==> src/hdl/rsnh_pkg.sv <==
`default_nettype none
package rsnh_pkg;

    localparam int COORD_W     = 32;
    localparam int DIR_W       = 16;
    localparam int DIST_W      = 31;
    localparam int IDX_W       = 6;
    localparam int MAX_SPHERES = 64;
    localparam int IDX_LIMIT   = (MAX_SPHERES - 1 < 63) ? MAX_SPHERES - 1 : 63;
    localparam int DIR_FRAC    = 14;

    localparam int OC_W   = COORD_W + 1;
    localparam int MUL_W  = OC_W + 1;
    localparam int PROD_W = 2 * MUL_W;
    localparam int HACC_W = OC_W + DIR_W + 2;
    localparam int H_W    = HACC_W - DIR_FRAC;
    localparam int HMAG_W = H_W - 1;
    localparam int HALF_W = HMAG_W / 2;
    localparam int DISC_W = 2 * HMAG_W;
    localparam int ROOT_W = HMAG_W;
    localparam int REM_W  = ROOT_W + 3;
    localparam int T_W    = H_W + 1;

    localparam int CALC_LAST  = 12;
    localparam int SQRT_STEPS = ROOT_W;

    localparam logic [DIST_W-1:0] MAX_DIST_RESET = DIST_W'(10000 << 12);

    typedef enum logic [3:0] {
        MS_NONE,
        MS_HX, MS_HY, MS_HZ,
        MS_OX, MS_OY, MS_OZ,
        MS_RR,
        MS_HHH, MS_HHL, MS_HLL
    } mul_sel_t;

    typedef struct packed {
        logic     load;
        mul_sel_t mul_sel;
        logic     h_latch;
        logic     sqrt_init;
        logic     sqrt_step;
        logic     decide;
        logic     emit;
    } dp_cmd_t;

    typedef struct packed {
        logic last;
    } dp_stat_t;

endpackage
`default_nettype wire

==> src/hdl/rsnh_ctrl.sv <==
`default_nettype none
module rsnh_ctrl (
    input  wire logic              aclk,
    input  wire logic              aresetn,
    input  wire logic              s_valid,
    output logic                   s_ready,
    output logic                   m_valid,
    input  wire logic              m_ready,
    input  wire rsnh_pkg::dp_stat_t stat,
    output rsnh_pkg::dp_cmd_t      cmd
);
    import rsnh_pkg::*;

    typedef enum logic [1:0] {S_IDLE, S_CALC, S_SQRT, S_DECIDE} state_t;

    state_t     state_reg, state_next;
    logic [3:0] step_reg, step_next;
    logic [5:0] sq_reg, sq_next;
    logic       m_valid_reg, m_valid_next;
    logic       out_blocked;

    assign s_ready = (state_reg == S_IDLE);
    assign m_valid = m_valid_reg;
    assign out_blocked = stat.last && m_valid_reg && !m_ready;

    always_comb begin
        cmd          = '0;
        cmd.mul_sel  = MS_NONE;
        state_next   = state_reg;
        step_next    = step_reg;
        sq_next      = sq_reg;
        m_valid_next = m_valid_reg && !m_ready;
        unique case (state_reg)
            S_IDLE: begin
                if (s_valid) begin
                    cmd.load   = 1'b1;
                    step_next  = '0;
                    state_next = S_CALC;
                end
            end
            S_CALC: begin
                // dot products, squares, then |h|^2 in three partial products
                unique case (step_reg)
                    4'd0:  cmd.mul_sel = MS_HX;
                    4'd1:  cmd.mul_sel = MS_HY;
                    4'd2:  cmd.mul_sel = MS_HZ;
                    4'd3:  cmd.mul_sel = MS_OX;
                    4'd4:  cmd.mul_sel = MS_OY;
                    4'd5:  cmd.mul_sel = MS_OZ;
                    4'd6:  cmd.mul_sel = MS_RR;
                    4'd7:  cmd.h_latch = 1'b1;
                    4'd8:  cmd.mul_sel = MS_HHH;
                    4'd9:  cmd.mul_sel = MS_HHL;
                    4'd10: cmd.mul_sel = MS_HLL;
                    4'd12: cmd.sqrt_init = 1'b1;
                    default: cmd.mul_sel = MS_NONE;
                endcase
                if (step_reg == 4'(CALC_LAST)) begin
                    sq_next    = '0;
                    state_next = S_SQRT;
                end else begin
                    step_next = step_reg + 4'd1;
                end
            end
            S_SQRT: begin
                cmd.sqrt_step = 1'b1;
                if (sq_reg == 6'(SQRT_STEPS - 1)) begin
                    state_next = S_DECIDE;
                end else begin
                    sq_next = sq_reg + 6'd1;
                end
            end
            S_DECIDE: begin
                if (!out_blocked) begin
                    cmd.decide = 1'b1;
                    cmd.emit   = stat.last;
                    if (stat.last) begin
                        m_valid_next = 1'b1;
                    end
                    state_next = S_IDLE;
                end
            end
            default: state_next = S_IDLE;
        endcase
    end

    always_ff @(posedge aclk) begin
        if (!aresetn) begin
            state_reg   <= S_IDLE;
            step_reg    <= '0;
            sq_reg      <= '0;
            m_valid_reg <= 1'b0;
        end else begin
            state_reg   <= state_next;
            step_reg    <= step_next;
            sq_reg      <= sq_next;
            m_valid_reg <= m_valid_next;
        end
    end

endmodule
`default_nettype wire

==> config.mk <==
export PLATFORM = sky130hd
export DESIGN_NAME = rsnh_ctrl
export DESIGN_NICKNAME = d
export VERILOG_FILES = /design/src/hdl/rsnh_pkg.sv /design/src/hdl/rsnh_ctrl.sv
export SDC_FILE = /design/constraint.sdc
export NUM_CORES = 1
export LEC_CHECK = 0
export BUFFER_PORTS_ARGS = -buffer_cell sky130_fd_sc_hd__buf_4
export CORE_AREA = 2 2 46 48
export CTS_CLUSTER_SIZE = 12
export DETAILED_ROUTE_END_ITERATION = 16
export DIE_AREA = 0 0 48 50
export PLACE_DENSITY = 0.86
export SYNTH_ARGS = -nofsm -noshare
export SYNTH_HDL_FRONTEND = slang
export SYNTH_SLANG_ARGS = --single-unit
==> constraint.sdc <==
create_clock -name aclk -period 2 [get_ports aclk]
set_input_delay 0.5 -clock aclk [delete_from_list [all_inputs] [get_ports aclk]]
set_output_delay 0.5 -clock aclk [all_outputs]
set_load 0.05 [all_outputs]
# == Yosys cells after proc, flatten, opt, wreduce, memory -nomap -nowiden ==
# Cells that the tools add are included.
# totals
word_cells,61
ff_bits,13
output_inout_bits,12
inputBits,5
# classes
addsub,2
n_reduce_logical,11
n_eq_ne,21
muxes,23
# ops
op,count
$pmux 4 s10,1
$mux 6,3
$eq 4x3->1 const B,4
$eq 4x4->1 const B,4
$mux 2,6
$ne 2x2->1 const B,6
$pmux 6 s2,1
$eq 4x2->1 const B,2
$mux 1,8
$mux 4,2
$pmux 2 s4,1
$pmux 4 s2,1
$add 6x1->6 const B,1
$eq 6x6->1 const B,1
$reduce_and 3->1,2
$add 4x1->4 const B,1
$eq 2x2->1 const B,2
$eq 4x1->1 const B,1
$logic_not 4->1,1
$reduce_and 4->1,1
$reduce_bool 2->1,2
$logic_and 1x1->1,3
$eq 2x1->1 const B,1
$logic_not 2->1,1
$logic_not 1->1,1

# == Logic depth before layout (Yosys ltp) ==
# depth
word_depth,5
ltp_mapped,7
depth_no_buf,7

# == Worst setup path after synthesis ==
# Ideal clock, no wire load.
# synth_path
path_type,register to output
start,register step_reg[0]
end,output port cmd[7] (netlist name)
t_arrival_ps,3199
path_slack_ps,-1699
path_stages_with_launch,5
required_ps,1500
n_path_buf,0
path_cell_list,dfxtp_1 > inv_1 > ha_1 > nor3_1 > a2111oi_0
# synth_rtl
element,line,text
"start, declared",rsnh_ctrl.sv:17,"logic [3:0] step_reg, step_next;"
"start signal, assigned",rsnh_ctrl.sv:95,step_reg <= step_next;
"end, declared",rsnh_ctrl.sv:10,output rsnh_pkg::dp_cmd_t cmd

==> impl_summary.log <==
[metrics] flip-flop count of the largest register, all copies and words added: 6
[metrics] switching part of the total: around 50%
[metrics] register clock-pin slew on the reported worst setup and hold paths: 80 ps
[metrics] Final Critical Period: 2220 ps
[metrics] Slew @ Worst Pin: approximately 450 ps
[metrics] Async S/R FF share, synth: 0%
[metrics] wire length of the first global-routing pass: ~3500 um
[metrics] worst flop-to-flop path startpoint: state_reg[0]$_SDFFE_PN0P_
[metrics] detailed-router iteration count before antenna repair: 4
[metrics] unrepaired setup endpoints after global routing: true
[metrics] Worst setup EP type: primary output
[metrics] normalized max-slew margin: a little over two thirds
[metrics] count of buffers inserted at the top-level ports: 16
[metrics] Fin Clk Skew: slightly above 0.8 ps
[metrics] Top FF cell, synth: sky130_fd_sc_hd__dfxtp_1
[metrics] number of top-level pins: 17
[metrics] crit start category: flop
[metrics] number of nets in the finished design: 156
[metrics] routed via count divided by cell count: 5.56
[metrics] count of final max-slew check failures: 0
[metrics] Post-Route WL: around 2300 um
[metrics] Inserted Diodes: 0
[metrics] startpoint of the most critical setup path: step_reg[1]$_SDFFE_PN0P_
[metrics] final core occ: 70.9%
[metrics] all-layer global routing usage: about a fifth
[metrics] Die Y-Extent: roughly 50 um
[metrics] Comb power frac: 65.2%
[metrics] power per unit of standard cell area: 1140 mW/mm^2
[metrics] number of endpoints with negative hold slack in the final report: 0
[metrics] reg-to-reg slack, setup: 280 ps
[metrics] post-synthesis to final-layout area growth: 39.1%
[metrics] Sequential Power Share: 23.8%
[metrics] vias after detailed routing: slightly above 900
[metrics] largest net degree at the start of global routing: 14
[metrics] Std-Cell Core Area: 0.00190 mm^2
[metrics] DRC violation count after routing: 0
[metrics] Required @ worst endpoint: 1500 ps
[metrics] endpoint of the worst setup timing path: cmd[6]
[metrics] arrival time of the worst setup path: 1720 ps
[metrics] Inserted Clock Buffers: 3
[metrics] count of cell types in the netlist: 38
[metrics] Initial Util: between 50% and 60%
[metrics] final estimated routing congestion in global placement: 0.850
[metrics] Pint: 775 uW
[metrics] latest clock arrival within the worst-skew pair: 290 ps
[metrics] gate count of the mapped netlist: 116
[metrics] final antenna-violating net count: 0
[metrics] CTS HTree Levels: 1
[metrics] horizontal die dimension: 48 um
[metrics] static leakage power: 0.553 nW
[metrics] Max Freq: 451 MHz
[metrics] PnR worst setup slack: -219 ps
[metrics] IR Drop Worst-Case VDD: 0.573 mV
[metrics] violations in the final reports: setup timing
[metrics] top fanout value on the critical path: 4
[metrics] average cell area after synthesis: ~8.3 um^2
[metrics] Mapped Area: around 970 um^2
[metrics] Clock Path Buffers: 2
[metrics] layout cells sized above 1: 37.9%
[metrics] via count of the first global-routing pass: 809
[metrics] worst hold path class: flop to flop
[metrics] setup TNS: -747 ps
[metrics] switching pwr: 768 uW
[metrics] cell row count: 16
[metrics] Final Cycle Share: 111%
[metrics] number of failing setup endpoints in the final timing report: 4
[metrics] Root Buffer Master: sky130_fd_sc_hd__clkbuf_4
[metrics] post-route total power: 1.54 mW
[metrics] start-to-end type of the worst setup path: flop to primary output
[metrics] drt wl/cell: 13.5 um
[metrics] post-synthesis sequential area ratio: between 20% and 30%
[metrics] proportion of power drawn by the clock network: roughly 11%
[metrics] Worst R2R Path Depth: 6
[metrics] DP HPWL: 1580 um
[metrics] CTS tree: built
[metrics] overflow left after global routing: 0
[metrics] sink count of the clock tree: 13
[metrics] worst reg2reg endpoint: sq_reg[1]$_SDFFE_PN0P_
[metrics] run status: finished with violations
[metrics] register bit total from synthesis: 13
[metrics] DRC marker count from the first detailed-route iteration: 20
[metrics] Die ar.: 0.00240 mm^2
[metrics] number of enable-type register cells in the synthesized netlist: 0
[metrics] initial antenna violation count: 0
[metrics] Syn Nets: 131
[metrics] number of violations of the max-capacitance limit: 0
[metrics] count of synthesis-stage warnings from yosys: 0
## cells by family (layout without fill, tap and decap cells)
group / after synthesis / after routing / share of synthesized area, %
and+or+nand+nor: 45 / 45 / 25.2
xor gates and xnor gates: 2 / 2 / 1.81
adders and majority gates: 10 / 10 / 12.9
AOI/OAI and AO/OA: 28 / 28 / 22.4
muxes: 5 / 5 / 5.30
DFF: 13 / 13 / 26.9
buffers and inverters: 13 / 37 / 5.56
## area by class of cell
cell class | instances | area (um^2)
Timing Repair Buffer | 23 | 195
Sequential cell | 13 | 268
Clock inverter | 1 | 5.00
Multi-Input combinational cell | 90 | 778
Fill cell | 143 | 554
Tap cell | 27 | 33.8
Inverter | 10 | 45.0
Clock buffer | 3 | 22.5
## power groups by stage
stage	logic (mW)	registers (mW)	clock network, mW
6_report	1.01	0.366	0.170
5_1_grt	1.08	0.371	0.186
4_1_cts	0.966	0.361	0.176
3_5_place_dp	0.845	0.349	0
3_3_place_gp	0.823	0.344	0
2_1_floorplan	0.642	0.342	0
## worst min-delay path by stage
stage,slack (ps),end,cells after the start,startpoint
floorplan,460,sq_reg[1]$_SDFFE_PN0P_,2,sq_reg[1]$_SDFFE_PN0P_
global placement,480,sq_reg[1]$_SDFFE_PN0P_,2,sq_reg[1]$_SDFFE_PN0P_
detailed placement,480,sq_reg[1]$_SDFFE_PN0P_,2,sq_reg[1]$_SDFFE_PN0P_
CTS,500,sq_reg[1]$_SDFFE_PN0P_,2,sq_reg[1]$_SDFFE_PN0P_
global route,510,sq_reg[3]$_SDFFE_PN0P_,2,aresetn
finish,490,sq_reg[1]$_SDFFE_PN0P_,2,sq_reg[1]$_SDFFE_PN0P_
## layout by cell type, fill, tap and decap left out, drive strengths merged
cell type	instances
clkbuf	3
o311ai	1
nor3	4
a21boi	5
o221ai	1
nand2	9
mux2i	4
ha	10
inv	10
o211a	2
and3	3
mux2	1
and2	2
nand2b	5
nand4bb	1
a41o	1
clkinv	1
o211ai	1
o21a	1
xor2	1
a211oi	1
nand4	1
dfxtp	13
nor4	1
xnor2	1
buf	23
a21oi	5
o32a	1
a31oi	2
nor2b	2
nor2	13
o21ai	5
o2111ai	1
nand3	4
a2111oi	1
## routing by layer
metal | wire length (um) | GRT usage, %
met5 | 0 | 0
met4 | 43 | 3.60
met3 | 100 | 6.59
met2 | 1160 | 32.9
met1 | 945 | 24.6
## timing repair
action	in CTS	in global routing
resized for setup	22	7
buffers inserted	2	1
pin swaps	7	2
endpoints found under the setup margin	6	6
hold buffers	0	0
cloned	0	0
## cell usage after synthesis, types with 2 or more instances
| cell | n | area (um^2) |
|---|---|---|
| sky130_fd_sc_hd__inv_2 | 3 | 11.3 |
| sky130_fd_sc_hd__a21boi_1 | 2 | 15.0 |
| sky130_fd_sc_hd__inv_1 | 7 | 26.3 |
| sky130_fd_sc_hd__a31oi_1 | 2 | 12.5 |
| sky130_fd_sc_hd__a21oi_1 | 5 | 25.0 |
| sky130_fd_sc_hd__ha_1 | 10 | 125 |
| sky130_fd_sc_hd__o21ai_0 | 4 | 20.0 |
| sky130_fd_sc_hd__mux2i_1 | 4 | 40.0 |
| sky130_fd_sc_hd__nor2b_1 | 2 | 12.5 |
| sky130_fd_sc_hd__dfxtp_1 | 13 | 260 |
| sky130_fd_sc_hd__and3_1 | 3 | 18.8 |
| sky130_fd_sc_hd__nor2_1 | 13 | 48.8 |
| sky130_fd_sc_hd__nand2b_1 | 5 | 31.3 |
| sky130_fd_sc_hd__nand2_1 | 9 | 33.8 |
| sky130_fd_sc_hd__a21boi_0 | 3 | 22.5 |
| sky130_fd_sc_hd__nand3_1 | 4 | 20.0 |
| sky130_fd_sc_hd__nor3_1 | 4 | 20.0 |
| sky130_fd_sc_hd__o211a_1 | 2 | 20.0 |
| sky130_fd_sc_hd__and2_1 | 2 | 12.5 |
## critical path, stage by stage, from the launching register on
cell and delay, ps:
sky130_fd_sc_hd__dfxtp_4 400, sky130_fd_sc_hd__inv_6 50, sky130_fd_sc_hd__ha_4 170, sky130_fd_sc_hd__nor3_4 210, sky130_fd_sc_hd__a211oi_2 100, sky130_fd_sc_hd__o21ai_2 280
sky130_fd_sc_hd__nor2_2 60, sky130_fd_sc_hd__buf_6 160
## stage by stage
stage / cells / worst slack [ps] / hold slack (ps) / instance area, um^2
final: 167 / -219 / 494 / 1350
after global routing: 167 / -311 / 513 / 1350
after CTS: 166 / -164 / 498 / 1310
after detailed placement: 160 / -91.0 / 485 / 1180
after global placement: 160 / -4.98 / 477 / 1180
after floorplan: 116 / -251 / 461 / 1010
Power figures use the tool's default switching activity.
